===== src/rtl/core/petc_pkg.sv =====
// Package for the packet epoch traffic counter: payload structs, command
// type, protocol codes and default sizes. No dependencies.
`default_nettype none

package petc_pkg;

  // Field widths fixed by the interface
  localparam int TS_W   = 52;
  localparam int LEN_W  = 32;
  localparam int WIRE_W = 16;
  localparam int BYTE_W = 48;
  localparam int TOT_W  = 32;

  // Parameter defaults
  localparam int MAX_RECORDS_DEF = 64;
  localparam int COUNT_WIDTH_DEF = 32;

  // Command queue between front and back
  localparam int CMD_DEPTH = 2;
  localparam int CMD_PW    = $clog2(CMD_DEPTH);
  localparam int CMD_CW    = $clog2(CMD_DEPTH + 1);

  localparam logic [LEN_W-1:0] EPOCH_LEN_RST    = 32'd1000000;
  localparam logic [3:0]       MIN_HEADER_WORDS = 4'd5;

  localparam logic [7:0] PROTO_TCP  = 8'd6;
  localparam logic [7:0] PROTO_UDP  = 8'd17;
  localparam logic [7:0] PROTO_ICMP = 8'd1;

  // Protocol class codes
  localparam logic [1:0] CLS_TCP   = 2'd0;
  localparam logic [1:0] CLS_UDP   = 2'd1;
  localparam logic [1:0] CLS_ICMP  = 2'd2;
  localparam logic [1:0] CLS_OTHER = 2'd3;

  // Input item kinds
  localparam logic KIND_PACKET = 1'b0;
  localparam logic KIND_END    = 1'b1;

  typedef struct packed {
    logic              kind;
    logic [TS_W-1:0]   timestamp_us;
    logic [3:0]        header_words;
    logic [7:0]        protocol;
    logic [WIRE_W-1:0] wire_length;
  } in_item_t;

  typedef struct packed {
    logic [TS_W-1:0]   epoch_start_us;
    logic [TOT_W-1:0]  packet_total;
    logic [BYTE_W-1:0] byte_total;
    logic [TOT_W-1:0]  tcp_total;
    logic [TOT_W-1:0]  udp_total;
    logic [TOT_W-1:0]  icmp_total;
    logic [TOT_W-1:0]  other_total;
    logic              epochs_skipped;
    logic              last_record;
  } out_rec_t;

  // Classified command handed from front to back
  typedef struct packed {
    logic              is_end;
    logic [TS_W-1:0]   timestamp_us;
    logic [1:0]        cls;
    logic [WIRE_W-1:0] wire_length;
  } cmd_t;

endpackage

`default_nettype wire


===== src/rtl/core/petc_front.sv =====
// Front end: accepts input transactions, drops short-header packets and
// classifies the protocol into a command. Depends on petc_pkg.
`default_nettype none

module petc_front import petc_pkg::*; (
  input  wire in_item_t in_data,
  input  wire logic     push,
  output logic          full,
  input  wire logic     q_full,
  output logic          q_push,
  output cmd_t          q_cmd
);

  logic keep;

  // Pass queue backpressure straight to the input side
  assign full = q_full;

  // Keep end items and packets with a full-size header
  assign keep   = (in_data.kind == KIND_END) || (in_data.header_words >= MIN_HEADER_WORDS);
  assign q_push = push && !q_full && keep;

  // Classify the protocol
  always_comb begin
    q_cmd.is_end       = (in_data.kind == KIND_END);
    q_cmd.timestamp_us = in_data.timestamp_us;
    q_cmd.wire_length  = in_data.wire_length;
    if (in_data.protocol == PROTO_TCP) begin
      q_cmd.cls = CLS_TCP;
    end else if (in_data.protocol == PROTO_UDP) begin
      q_cmd.cls = CLS_UDP;
    end else if (in_data.protocol == PROTO_ICMP) begin
      q_cmd.cls = CLS_ICMP;
    end else begin
      q_cmd.cls = CLS_OTHER;
    end
  end

endmodule

`default_nettype wire


===== src/rtl/core/petc_cmd_fifo.sv =====
// Short command queue between front and back end so either side can stall.
// Depends on petc_pkg.
`default_nettype none

module petc_cmd_fifo import petc_pkg::*; (
  input  wire logic clk,
  input  wire logic rst_n,
  input  wire logic push,
  input  wire cmd_t din,
  output logic      full,
  input  wire logic pop,
  output cmd_t      dout,
  output logic      empty
);

  cmd_t              mem_r [CMD_DEPTH];
  logic [CMD_PW-1:0] wr_ptr_r, wr_ptr_nxt;
  logic [CMD_PW-1:0] rd_ptr_r, rd_ptr_nxt;
  logic [CMD_CW-1:0] cnt_r, cnt_nxt;
  logic              do_push, do_pop;

  assign full    = (cnt_r == CMD_CW'(CMD_DEPTH));
  assign empty   = (cnt_r == '0);
  assign dout    = mem_r[rd_ptr_r];
  assign do_push = push && !full;
  assign do_pop  = pop && !empty;

  // Advance pointers and occupancy
  always_comb begin
    wr_ptr_nxt = wr_ptr_r;
    rd_ptr_nxt = rd_ptr_r;
    cnt_nxt    = cnt_r;
    if (do_push) begin
      wr_ptr_nxt = (wr_ptr_r == CMD_PW'(CMD_DEPTH - 1)) ? '0 : wr_ptr_r + 1'b1;
    end
    if (do_pop) begin
      rd_ptr_nxt = (rd_ptr_r == CMD_PW'(CMD_DEPTH - 1)) ? '0 : rd_ptr_r + 1'b1;
    end
    if (do_push && !do_pop) begin
      cnt_nxt = cnt_r + 1'b1;
    end else if (do_pop && !do_push) begin
      cnt_nxt = cnt_r - 1'b1;
    end
  end

  always_ff @(posedge clk) begin
    if (!rst_n) begin
      wr_ptr_r <= '0;
      rd_ptr_r <= '0;
      cnt_r    <= '0;
    end else begin
      wr_ptr_r <= wr_ptr_nxt;
      rd_ptr_r <= rd_ptr_nxt;
      cnt_r    <= cnt_nxt;
    end
  end

  // Store entries
  always_ff @(posedge clk) begin
    if (do_push) begin
      mem_r[wr_ptr_r] <= din;
    end
  end

endmodule

`default_nettype wire


===== src/rtl/core/petc_rem.sv =====
// Bit-serial restoring remainder unit: timestamp distance modulo the epoch
// length, one dividend bit per cycle. Depends on petc_pkg.
`default_nettype none

module petc_rem import petc_pkg::*; (
  input  wire logic             clk,
  input  wire logic             rst_n,
  input  wire logic             start,
  input  wire logic [TS_W-1:0]  dividend,
  input  wire logic [LEN_W-1:0] divisor,
  output logic                  done,
  output logic [LEN_W-1:0]      rem
);

  localparam int CNT_W = $clog2(TS_W);

  logic             busy_r, busy_nxt;
  logic             done_r, done_nxt;
  logic [CNT_W-1:0] cnt_r, cnt_nxt;
  logic [TS_W-1:0]  dvd_r, dvd_nxt;
  logic [LEN_W-1:0] rem_r, rem_nxt;
  logic [LEN_W-1:0] div_r, div_nxt;
  logic [LEN_W:0]   trial;
  logic [LEN_W:0]   diff;
  logic             ge;

  assign done = done_r;
  assign rem  = rem_r;

  // Shift in the next dividend bit and subtract when it fits
  assign trial = {rem_r, dvd_r[TS_W-1]};
  assign diff  = trial - {1'b0, div_r};
  assign ge    = (trial >= {1'b0, div_r});

  always_comb begin
    busy_nxt = busy_r;
    done_nxt = 1'b0;
    cnt_nxt  = cnt_r;
    dvd_nxt  = dvd_r;
    rem_nxt  = rem_r;
    div_nxt  = div_r;
    if (start) begin
      busy_nxt = 1'b1;
      cnt_nxt  = '0;
      dvd_nxt  = dividend;
      rem_nxt  = '0;
      div_nxt  = divisor;
    end else if (busy_r) begin
      rem_nxt = ge ? diff[LEN_W-1:0] : trial[LEN_W-1:0];
      dvd_nxt = {dvd_r[TS_W-2:0], 1'b0};
      cnt_nxt = cnt_r + 1'b1;
      if (cnt_r == CNT_W'(TS_W - 1)) begin
        busy_nxt = 1'b0;
        done_nxt = 1'b1;
      end
    end
  end

  always_ff @(posedge clk) begin
    if (!rst_n) begin
      busy_r <= 1'b0;
      done_r <= 1'b0;
      cnt_r  <= '0;
    end else begin
      busy_r <= busy_nxt;
      done_r <= done_nxt;
      cnt_r  <= cnt_nxt;
    end
  end

  always_ff @(posedge clk) begin
    dvd_r <= dvd_nxt;
    rem_r <= rem_nxt;
    div_r <= div_nxt;
  end

endmodule

`default_nettype wire


===== src/rtl/core/petc_back.sv =====
// Back end: epoch state, counters, epoch closing sequencer and the result
// register. Depends on petc_pkg and petc_rem.
`default_nettype none

module petc_back import petc_pkg::*; #(
  parameter int MAX_RECORDS = MAX_RECORDS_DEF,
  parameter int COUNT_WIDTH = COUNT_WIDTH_DEF
) (
  input  wire logic             clk,
  input  wire logic             rst_n,
  input  wire logic             cfg_we,
  input  wire logic [LEN_W-1:0] cfg_wdata,
  input  wire logic             q_empty,
  input  wire cmd_t             q_cmd,
  output logic                  q_pop,
  output logic                  empty,
  input  wire logic             pop,
  output out_rec_t              out_data
);

  localparam int CNT_W = (COUNT_WIDTH > TOT_W) ? TOT_W : COUNT_WIDTH;
  localparam int RC_W  = $clog2(MAX_RECORDS + 1);

  localparam logic [2:0] ST_IDLE   = 3'd0;
  localparam logic [2:0] ST_CHECK  = 3'd1;
  localparam logic [2:0] ST_MORE   = 3'd2;
  localparam logic [2:0] ST_REM    = 3'd3;
  localparam logic [2:0] ST_COUNT  = 3'd4;
  localparam logic [2:0] ST_ENDREC = 3'd5;

  logic [2:0]        state_r, state_nxt;
  logic              started_r, started_nxt;
  logic [LEN_W-1:0]  len_r, len_nxt;
  cmd_t              cur_r, cur_nxt;
  logic [TS_W-1:0]   es_r, es_nxt;
  logic [TS_W:0]     es_pl_r, es_pl_nxt;
  logic [RC_W-1:0]   rec_r, rec_nxt;
  logic [CNT_W-1:0]  pkt_r, pkt_nxt;
  logic [BYTE_W-1:0] byt_r, byt_nxt;
  logic [CNT_W-1:0]  tcp_r, tcp_nxt;
  logic [CNT_W-1:0]  udp_r, udp_nxt;
  logic [CNT_W-1:0]  icmp_r, icmp_nxt;
  logic [CNT_W-1:0]  oth_r, oth_nxt;
  logic              ov_r, ov_nxt;
  out_rec_t          out_r, out_nxt;

  logic              can_load;
  logic [TS_W:0]     es_plus_len;
  logic [TS_W+1:0]   es_plus_2len;
  logic              close;
  logic              more;
  logic              rec_limit;
  logic [BYTE_W:0]   byte_sum;
  logic              rem_start;
  logic              rem_done;
  logic [LEN_W-1:0]  rem_val;
  logic [TS_W-1:0]   rem_dividend;

  assign empty    = !ov_r;
  assign out_data = out_r;
  assign can_load = !ov_r || pop;

  // Epoch boundary compares
  assign es_plus_len  = {1'b0, es_r} + (TS_W+1)'(len_r);
  assign close        = ((TS_W+1)'(cur_r.timestamp_us) > es_plus_len);
  assign es_plus_2len = {1'b0, es_pl_r} + (TS_W+2)'(len_r);
  assign more         = ((TS_W+2)'(cur_r.timestamp_us) > es_plus_2len);
  assign rec_limit    = (rec_r == RC_W'(MAX_RECORDS - 1));
  assign byte_sum     = {1'b0, byt_r} + (BYTE_W+1)'(cur_r.wire_length);
  assign rem_dividend = cur_r.timestamp_us - es_pl_r[TS_W-1:0];

  petc_rem u_rem (
    .clk      (clk),
    .rst_n    (rst_n),
    .start    (rem_start),
    .dividend (rem_dividend),
    .divisor  (len_r),
    .done     (rem_done),
    .rem      (rem_val)
  );

  always_comb begin
    state_nxt   = state_r;
    started_nxt = started_r;
    len_nxt     = len_r;
    cur_nxt     = cur_r;
    es_nxt      = es_r;
    es_pl_nxt   = es_pl_r;
    rec_nxt     = rec_r;
    pkt_nxt     = pkt_r;
    byt_nxt     = byt_r;
    tcp_nxt     = tcp_r;
    udp_nxt     = udp_r;
    icmp_nxt    = icmp_r;
    oth_nxt     = oth_r;
    ov_nxt      = ov_r && !pop;
    out_nxt     = out_r;
    q_pop       = 1'b0;
    rem_start   = 1'b0;

    // Latch the epoch length; zero acts as one
    if (cfg_we) begin
      len_nxt = (cfg_wdata == '0) ? LEN_W'(1) : cfg_wdata;
    end

    // Current epoch as a record
    out_nxt.epoch_start_us = es_r;
    out_nxt.packet_total   = TOT_W'(pkt_r);
    out_nxt.byte_total     = byt_r;
    out_nxt.tcp_total      = TOT_W'(tcp_r);
    out_nxt.udp_total      = TOT_W'(udp_r);
    out_nxt.icmp_total     = TOT_W'(icmp_r);
    out_nxt.other_total    = TOT_W'(oth_r);
    out_nxt.epochs_skipped = 1'b0;
    out_nxt.last_record    = 1'b1;
    if (!(can_load && (state_r == ST_MORE || state_r == ST_ENDREC))) begin
      out_nxt = out_r;
    end

    unique case (state_r)
      // Take the next command
      ST_IDLE: begin
        if (!q_empty) begin
          q_pop   = 1'b1;
          cur_nxt = q_cmd;
          rec_nxt = '0;
          if (q_cmd.is_end) begin
            if (started_r) begin
              state_nxt = ST_ENDREC;
            end
          end else begin
            if (!started_r) begin
              started_nxt = 1'b1;
              es_nxt      = q_cmd.timestamp_us;
            end
            state_nxt = ST_CHECK;
          end
        end
      end
      // Does the packet lie past the open epoch
      ST_CHECK: begin
        es_pl_nxt = es_plus_len;
        state_nxt = close ? ST_MORE : ST_COUNT;
      end
      // Emit one closed epoch and advance
      ST_MORE: begin
        if (can_load) begin
          ov_nxt                 = 1'b1;
          out_nxt.epochs_skipped = more && rec_limit;
          out_nxt.last_record    = !more || rec_limit;
          es_nxt                 = es_pl_r[TS_W-1:0];
          rec_nxt                = rec_r + 1'b1;
          pkt_nxt                = '0;
          byt_nxt                = '0;
          tcp_nxt                = '0;
          udp_nxt                = '0;
          icmp_nxt               = '0;
          oth_nxt                = '0;
          if (!more) begin
            state_nxt = ST_COUNT;
          end else if (rec_limit) begin
            rem_start = 1'b1;
            state_nxt = ST_REM;
          end else begin
            state_nxt = ST_CHECK;
          end
        end
      end
      // Jump over the silent epochs
      ST_REM: begin
        if (rem_done) begin
          es_nxt    = (rem_val == '0) ? cur_r.timestamp_us - TS_W'(len_r)
                                      : cur_r.timestamp_us - TS_W'(rem_val);
          state_nxt = ST_COUNT;
        end
      end
      // Count the packet in the open epoch
      ST_COUNT: begin
        pkt_nxt = (&pkt_r) ? pkt_r : pkt_r + 1'b1;
        byt_nxt = byte_sum[BYTE_W] ? '1 : byte_sum[BYTE_W-1:0];
        unique case (cur_r.cls)
          CLS_TCP:  tcp_nxt  = (&tcp_r)  ? tcp_r  : tcp_r + 1'b1;
          CLS_UDP:  udp_nxt  = (&udp_r)  ? udp_r  : udp_r + 1'b1;
          CLS_ICMP: icmp_nxt = (&icmp_r) ? icmp_r : icmp_r + 1'b1;
          default:  oth_nxt  = (&oth_r)  ? oth_r  : oth_r + 1'b1;
        endcase
        state_nxt = ST_IDLE;
      end
      // Flush the open epoch on an end item
      ST_ENDREC: begin
        if (can_load) begin
          ov_nxt    = 1'b1;
          es_nxt    = es_plus_len[TS_W-1:0];
          pkt_nxt   = '0;
          byt_nxt   = '0;
          tcp_nxt   = '0;
          udp_nxt   = '0;
          icmp_nxt  = '0;
          oth_nxt   = '0;
          state_nxt = ST_IDLE;
        end
      end
      default: begin
        state_nxt = ST_IDLE;
      end
    endcase
  end

  always_ff @(posedge clk) begin
    if (!rst_n) begin
      state_r   <= ST_IDLE;
      started_r <= 1'b0;
      len_r     <= EPOCH_LEN_RST;
      es_r      <= '0;
      pkt_r     <= '0;
      byt_r     <= '0;
      tcp_r     <= '0;
      udp_r     <= '0;
      icmp_r    <= '0;
      oth_r     <= '0;
      ov_r      <= 1'b0;
    end else begin
      state_r   <= state_nxt;
      started_r <= started_nxt;
      len_r     <= len_nxt;
      es_r      <= es_nxt;
      pkt_r     <= pkt_nxt;
      byt_r     <= byt_nxt;
      tcp_r     <= tcp_nxt;
      udp_r     <= udp_nxt;
      icmp_r    <= icmp_nxt;
      oth_r     <= oth_nxt;
      ov_r      <= ov_nxt;
    end
  end

  // Payload registers
  always_ff @(posedge clk) begin
    cur_r   <= cur_nxt;
    es_pl_r <= es_pl_nxt;
    rec_r   <= rec_nxt;
    out_r   <= out_nxt;
  end

endmodule

`default_nettype wire


===== src/rtl/core/packet_epoch_traffic_counter.sv =====
// Top level of the packet epoch traffic counter: front end, command queue
// and back end. Depends on petc_pkg, petc_front, petc_cmd_fifo, petc_back.
//
// Usage:
//   Input queue: drive in_data and push; a transaction is taken at a clock
//   edge with push high and full low. Packets with a header under five words
//   are taken and dropped. End items flush the open epoch.
//   Result queue: while empty is low the oldest record is on out_data; pop
//   with empty low takes it. Each record holds the counts of one closed epoch.
//   Configuration: cfg_we with cfg_wdata sets the epoch length in
//   microseconds (reset 1000000, zero acts as one); write only while idle.
//   Sequence: a packet that closes no epoch is taken from the command queue,
//   passes the boundary compare and is counted. Each further record takes a
//   boundary compare and an emit in the epoch sequencer. When the record
//   limit is hit, the jump over the remaining epochs runs the bit-serial
//   remainder unit.
//   Reset: state, counters and queues clear; the epoch length returns to
//   its default. A stalled result side holds the back end once the result
//   register is full; the two-entry command queue takes input until it fills.
`default_nettype none

module packet_epoch_traffic_counter import petc_pkg::*; #(
  parameter int MAX_RECORDS = MAX_RECORDS_DEF,
  parameter int COUNT_WIDTH = COUNT_WIDTH_DEF
) (
  input  wire logic             clk,
  input  wire logic             rst_n,
  input  wire in_item_t         in_data,
  input  wire logic             push,
  output logic                  full,
  output out_rec_t              out_data,
  output logic                  empty,
  input  wire logic             pop,
  input  wire logic             cfg_we,
  input  wire logic [LEN_W-1:0] cfg_wdata
);

  logic q_push, q_full, q_pop, q_empty;
  cmd_t q_din, q_dout;

  petc_front u_front (
    .in_data (in_data),
    .push    (push),
    .full    (full),
    .q_full  (q_full),
    .q_push  (q_push),
    .q_cmd   (q_din)
  );

  petc_cmd_fifo u_fifo (
    .clk   (clk),
    .rst_n (rst_n),
    .push  (q_push),
    .din   (q_din),
    .full  (q_full),
    .pop   (q_pop),
    .dout  (q_dout),
    .empty (q_empty)
  );

  petc_back #(
    .MAX_RECORDS (MAX_RECORDS),
    .COUNT_WIDTH (COUNT_WIDTH)
  ) u_back (
    .clk       (clk),
    .rst_n     (rst_n),
    .cfg_we    (cfg_we),
    .cfg_wdata (cfg_wdata),
    .q_empty   (q_empty),
    .q_cmd     (q_dout),
    .q_pop     (q_pop),
    .empty     (empty),
    .pop       (pop),
    .out_data  (out_data)
  );

endmodule

`default_nettype wire


===== config.mk =====
export PLATFORM = sky130hd
export DESIGN_NAME = packet_epoch_traffic_counter
export DESIGN_NICKNAME = d
export VERILOG_FILES = /design/src/rtl/core/petc_pkg.sv /design/src/rtl/core/petc_front.sv /design/src/rtl/core/petc_cmd_fifo.sv /design/src/rtl/core/petc_rem.sv /design/src/rtl/core/petc_back.sv /design/src/rtl/core/packet_epoch_traffic_counter.sv
export SDC_FILE = /design/constraint.sdc
export NUM_CORES = 2
export LEC_CHECK = 0
export ABC_AREA = 1
export BUFFER_PORTS_ARGS = -buffer_cell sky130_fd_sc_hd__buf_2
export CORE_MARGIN = 1
export CORE_UTILIZATION = 35
export CTS_CLUSTER_DIAMETER = 40
export CTS_CLUSTER_SIZE = 8
export DETAILED_ROUTE_END_ITERATION = 6
export PLACE_DENSITY = 0.53
export SETUP_SLACK_MARGIN = 0.05
export SLEW_MARGIN = 15
export SYNTH_ARGS = -nofsm -noshare
export SYNTH_HDL_FRONTEND = slang
export SYNTH_SLANG_ARGS = --single-unit

===== constraint.sdc =====
create_clock -name clk -period 7.61 [get_ports clk]
set_input_delay 0.3805 -clock clk [delete_from_list [all_inputs] [get_ports clk]]
set_output_delay 0.3805 -clock clk [all_outputs]
set_load 0.02 [all_outputs]

Yosys cells after proc, flatten, opt, wreduce, memory -nomap -nowiden
Memories as Yosys holds them, arrays and structs flattened. A register that Yosys moved wholly into a read port is not among the register bits.
Index checks and enable logic that the tools add are counted.
{"block": "word_totals", "register_bits": 817, "mem_bits_rw": 142, "inputBits": 118, "out_inout_bits": 264, "word_cells": 210, "mem_count": 1}
{"block": "classes", "add_sub_neg": 18, "n_lt_le_gt_ge": 4, "n_eq_ne": 30, "n_mux": 69, "bitwise": 4, "reduce_logical": 50}
{"name": "u_fifo.mem_r", "depth": 2, "width": 71, "rd": 1, "rd_ports_with_merged_regs": 1, "wr": 1, "line": "petc_cmd_fifo.sv:16", "text": "cmd_t mem_r [CMD_DEPTH];"}
{"operator": "two-way mux 52 bit", "n": 9}
{"operator": "two-way mux 32 bit", "n": 12}
{"operator": "case mux 32 bit (2 select lines)", "n": 5}
{"operator": "case mux 52 bit (4 select lines)", "n": 1}
{"operator": "adder 32 x 1 -> 32 bit (second input constant)", "n": 5}
{"operator": "AND reduction 32 bit", "n": 5}
{"operator": "subtractor 52 x 32 -> 52 bit", "n": 2}
{"operator": "two-way mux 48 bit", "n": 2}
{"operator": "case mux 48 bit (2 select lines)", "n": 1}
{"operator": "zero test 32 bit", "n": 2}
{"operator": "adder 53 x 32 -> 54 bit", "n": 1}
{"operator": "> comparator 52 x 54 -> 1 bit", "n": 1}
{"operator": "adder 52 x 32 -> 53 bit", "n": 1}
{"operator": "> comparator 52 x 53 -> 1 bit", "n": 1}
{"operator": "subtractor 52 bit", "n": 1}
{"operator": "adder 48 x 16 -> 49 bit", "n": 1}
{"operator": "greater-or-equal comparator 33 x 32 -> 1 bit", "n": 1}
{"operator": "subtractor 32 bit", "n": 1}
{"operator": "two-way mux 3 bit", "n": 8}
{"operator": "inequality test 2 bit (second input constant)", "n": 10}
{"operator": "two-way mux 1 bit", "n": 19}
{"operator": "two-way mux 2 bit", "n": 8}
{"operator": "AND reduction 4 bit", "n": 4}
{"operator": "case mux 3 bit (5 select lines)", "n": 1}
{"operator": "34 further kinds", "n": 73}

Longest topological paths before layout
{"block": "depth", "ltp_word": 9, "ltp_mapped": 33, "depth_no_buf": 32}

By module
Synthesis repeated with hierarchy kept, for this count alone.
{"block": "unflattened", "cells_unflattened": 7161, "area_unflattened_um2": 57351.3}
{"module": "petc_back", "n_inst": 1, "cells_each": 5730, "area_each_um2": 43227.7, "seq_area_each_um2": 17697.0}
{"module": "petc_rem", "n_inst": 1, "cells_each": 1078, "area_each_um2": 7777.5, "seq_area_each_um2": 3323.2}
{"module": "petc_cmd_fifo", "n_inst": 1, "cells_each": 259, "area_each_um2": 5723.0, "seq_area_each_um2": 4364.2}
{"module": "petc_front", "n_inst": 1, "cells_each": 94, "area_each_um2": 623.1, "seq_area_each_um2": 0.0}

Worst setup path before layout
No wires, ideal clock.
{"block": "synth_timing", "path_kind": "register to register", "from": "register u_back.state_r[0]", "to": "register u_back.tcp_r[10]", "setup_ns": 0.115, "t_arrival_ns": 7.385, "required_ns": 7.495, "path_slack_ns": 0.110, "path_stages_with_launch": 12, "path_buffers": 1, "synth_period_minus_slack_ns": 7.500, "path_cell_list": "dfxtp_1 > nand2_2 > nor2_2 > inv_4 > nand2_4 > nand2_4 > inv_1 > nor2_1 > inv_1 > clkbuf_1 > a21oi_1 > o21a_1"}
{"block": "synth_between", "elab_chain_cells": 4, "word_cells_on_any_way": 10, "classes_between": "eq/ne (6); mux (1); reduce/logical (3)"}
{"element": "from (decl)", "line": "petc_back.sv:31", "text": "logic [2:0] state_r, state_nxt;"}
{"element": "from (signal assigned)", "line": "petc_back.sv:223", "text": "state_r <= state_nxt;"}
{"element": "equality test 3 bit or equality test 3 x 2 -> 1 bit (tied branches)", "line": "petc_back.sv:120", "text": "unique case (state_r)"}
{"element": "OR reduction 2 bit (no source line)"}
{"element": "inequality test 2 x 1 -> 1 bit (no source line) or nonzero test 2 bit (tied branches)"}
{"element": "AND reduction 4 bit (no source line)"}
{"element": "to (signal assigned)", "line": "petc_back.sv:229", "text": "tcp_r <= tcp_nxt;"}
{"element": "to (decl)", "line": "petc_back.sv:40", "text": "logic [CNT_W-1:0] tcp_r, tcp_nxt;"}
Parallel ways exist; a longest one is shown, timed or not.
A chain may end at the register's enable or synchronous reset.

Worst setup path in the final report
{"block": "layout_timing", "from": "register u_back.len_r[18]", "to": "register u_back.u_rem.done_r, in the netlist u_back.u_rem.done"}
{"block": "layout_between", "elab_chain_cells": 6}
{"element": "from (decl)", "line": "petc_back.sv:33", "text": "logic [LEN_W-1:0] len_r, len_nxt;"}
{"element": "from (signal assigned)", "line": "petc_back.sv:225", "text": "len_r <= len_nxt;"}
{"element": "adder 53 x 32 -> 54 bit", "line": "petc_back.sv:66", "text": "assign es_plus_2len = {1'b0, es_pl_r} + (TS_W+2)'(len_r);"}
{"element": "> comparator 52 x 54 -> 1 bit", "line": "petc_back.sv:67", "text": "assign more = ((TS_W+2)'(cur_r.timestamp_us) > es_plus_2len);"}
{"element": "two-way mux 1 bit", "line": "petc_back.sv:159", "text": "if (!more) begin"}
{"element": "two-way mux 1 bit", "line": "petc_back.sv:147", "text": "if (can_load) begin"}
{"element": "two-way mux 1 bit", "line": "petc_back.sv:120"}
{"element": "OR reduction 3 bit (no source line)"}
{"element": "to (signal assigned)", "line": "petc_rem.sv:66", "text": "done_r <= done_nxt;"}
{"element": "to (decl)", "line": "petc_rem.sv:18", "text": "logic done_r, done_nxt;"}
Every way passes these cells.

==> reports/results.ini <==
[yosys]
synth_seq_cells=960
synth_fp_nets=7532
syn_area_um2=56300
synth_area_leaders=edfxtp_1 (33%), dfxtp_1 (12%), nand2_1 (11%), ha_1 (6.8%), a21oi_1 (6.2%)
synth.most_common_cell=nand2_1
yosysWarningCount=0
ys_seq_area_frac=0.451
synth-edff-count=616
synth_top_area_frac=0.328
synth_cell_type_count=59
avgSynthCellArea_um2=7.93
synthArstFlopShare=0
synth_common_cells=nand2_1 (1654), inv_1 (873), a21oi_1 (699), nor2_1 (674), edfxtp_1 (616)
yosysTopAreaCell=edfxtp_1
synthCells=7101
synthFlopType=edfxtp_1

[clock_tree]
clock_path_buffers=3
clkTransAtPathRegs_ps=50
clockRootBuffer=clkbuf_16
htreeDepth=4
cts_tree=done
cts_setup_buffers=0
cts.sinks=960
cts_buffers=179
clk_latency_ps=860
cts-resized-gates=0

[pwr]
netSwitchingFraction=0.453
vdd_drop_max_mv=0.259
intPower_uw=14700
totalPowerFinal_uw=26800
powerDensity_nw_per_um2=396
combPwrFrac=0.415
switching_power_uw=12100
pwr-share-clk=0.290
pwr-share-seq=0.295
leakagePower_uw=0.0274

[route]
drt_wl_total_um=241000
firstDrtPassIters=6
post-route-drc-count=0
dr.first_iter.drc_count=5733
antenna_left=0
viasPerCell=5.33
dr_total_vias=53100
post_drt_wl_per_cell_um=24.2

[worst_setup_path]
cpMaxStageDelayCell=dfxtp_1
start_kind=flop
cp.required_ps=8340
path_buf_inv=2
end_kind=flop
critical_path_class=reg -> reg
critPathArrivalTime_ps=6800
rr_worst_depth=25
crit_family=simple AND/OR/NAND/NOR gates
slowest_delay_ps=740
timing.rr.start=u_back.len_r[18]$_SDFFE_PN1P_
critPathMaxFanout=83
worstReg2RegEnd=u_back.u_rem.done$_SDFF_PP0_
rrSetupSlack_ps=1540

[layout]
final.fill_count=16100
area_delta_synth_final_pct=20.1
layout-drive-gt1-share=0.100
layout.nets=8083

[timing]
finalHoldViolations=0
post-route-period-util=0.798
finClkSkew_ps=96.2
fmax_mhz=165
period_minus_slack_ps=6070
setup_viol=0
drv_slew=0
relSlewSlack=0.244
finalSetupTns_ps=0
worstMarginPinSlew_ps=1130
grt_setup_unrepaired=no

[floorplan]
pin_count=382
initial_core_util=0.354
core_um2=159000
die_x_um=403
fp.dieH_um=403
die_area_um2=163000
num_rows=146

[placed_design]
gp_congestion=1.01
io_buffers=381
hpwlAfterDp_um=191000

[worst_hold_path]
hold-path-cell-count=5
worstHoldStart=push
min_path_type=in -> reg
min_to=u_fifo.wr_ptr_r$_SDFFE_PN0P_

[global_route]
grt_max_degree=155
grt_pass1_wl_um=345000
track_usage=0.290
grt_pass1_vias=49300
overflow=0
antenna_found_initial=11

[run_status]
status=completed

[job]
drv_cap=0

[cells in the final DEF, fill, tap and decap left out, types with 24 or more instances in the layout]
master and n:
nand2_1 1652, inv_1 868, a21oi_1 699, nor2_1 668
edfxtp_1 616, buf_2 381, o21ai_0 379, dfxtp_1 343
ha_1 307, nand3_1 305, nor3_1 223, clkbuf_16 180
xor2_1 134, nand4_1 131, dlygate4sd3_1 104, nor4_1 81
xnor2_1 81, clkbuf_1 69, a31oi_1 59, o21ai_1 55
or2_2 41, buf_4 39, o21bai_1 35, nand3b_1 29
a21o_1 26, o21a_1 24
[routing by layer]
| layer | track usage | wire, um | share of wire | vias to the layer above |
|---|---|---|---|---|
| li1 | - | - | - | 25200 |
| met1 | 0.410 | 110000 | 0.46 | 25400 |
| met2 | 0.446 | 105000 | 0.44 | 2142 |
| met3 | 0.0477 | 17000 | 0.071 | 371 |
| met4 | 0.103 | 8800 | 0.036 | 6 |
| met5 | 0 | 46 | 0.00019 | - |
[state kept, by name, summed over array words and instances, names as in the netlist, 2 cells and up, named ones only]
signal / flops
u_back.udp_r: 32
u_back.u_rem.cnt_r: 6
u_back.es_pl_r: 53
u_fifo.cnt_r: 2
u_back.out_data: 262
u_back.len_r: 32
u_back.byt_r: 48
u_back.es_r: 52
u_back.u_rem.rem: 32
u_back.rec_r: 7
u_back.oth_r: 32
u_fifo.mem_r: 142
u_back.u_rem.dvd_r: 52
u_back.cur_r: 70
u_back.pkt_r: 32
u_back.u_rem.div_r: 32
u_back.icmp_r: 32
u_back.tcp_r: 32
u_back.state_r: 3
[power groups by stage]
stage / clock [uW] / combinational, uW / sequential [uW]
finish: 7760 / 11100 / 7910
global route: 8130 / 12100 / 7910
global placement: 0 / 10900 / 7960
floorplan: 0 / 6670 / 7520
CTS: 7880 / 10900 / 7870
detailed placement: 0 / 10800 / 7950
[metrics by stage]
step	area (um^2)	setup slack, ps	std cells	utilization	hold WS (ps)
3_3_place_gp	60600	1620	9513	0.381	424
2_1_floorplan	56300	110	7101	-	403
3_5_place_dp	60600	1590	9513	0.381	434
6_report	67600	1540	9956	0.425	68.5
5_1_grt	67600	1110	9955	0.425	63.1
4_1_cts	67600	1530	9954	0.425	7.73
[cell type report]
cell class,instances,area (um^2),area share
clock inverters,77,1030,0.0153
inverters,890,3360,0.0496
well taps,2146,2690,0.0397
repair buffers,525,3260,0.0482
diodes,2,5.00,0.0000740
multi-input cells,5096,27000,0.399
clock buffers,260,4910,0.0727
flip-flops and latches,960,25400,0.375
[repair_timing]
action	4_1_cts	5_1_grt
hold endpoints to repair	172	0
endpoints found under the setup margin	0	0
hold buffers	104	0
[cells by family (layout without fill, tap and decap cells)]
group / count (synthesis) / after routing / share of synthesized area
xor+xnor: 215 / 215 / 0.0334
simple gates: 3194 / 3194 / 0.242
compound gates: 1368 / 1368 / 0.131
other cells: 0 / 2 / 0
buf+inv: 1045 / 1752 / 0.0711
mux: 6 / 6 / 0.00107
flops: 960 / 960 / 0.451
fa+ha+maj: 313 / 313 / 0.0703
[worst max path at each step]
stage                                    from                                to  slack (ps)  cells past startpoint
3_5_place_dp     u_back.len_r[5]$_SDFFE_PN0P_  u_back.u_rem.dvd_r[41]$_DFFE_PP_        1590                     24
6_report        u_back.len_r[18]$_SDFFE_PN1P_      u_back.u_rem.done$_SDFF_PP0_        1540                     25
5_1_grt         u_back.len_r[18]$_SDFFE_PN1P_      u_back.u_rem.done$_SDFF_PP0_        1110                     25
3_3_place_gp     u_back.len_r[1]$_SDFFE_PN0P_  u_back.u_rem.dvd_r[34]$_DFFE_PP_        1620                     28
2_1_floorplan  u_back.state_r[0]$_SDFFE_PN0P_     u_back.tcp_r[10]$_SDFFE_PN0P_         110                     11
4_1_cts          u_back.len_r[1]$_SDFFE_PN0P_  u_back.u_rem.dvd_r[42]$_DFFE_PP_        1530                     26
[worst min-delay path, cell delays in order]
cell and delay [ps]:
buf_2 100, o21ai_0 70, a31oi_1 90, o21ai_0 160
nor2_1 50
(Power assumes the default switching activity.)
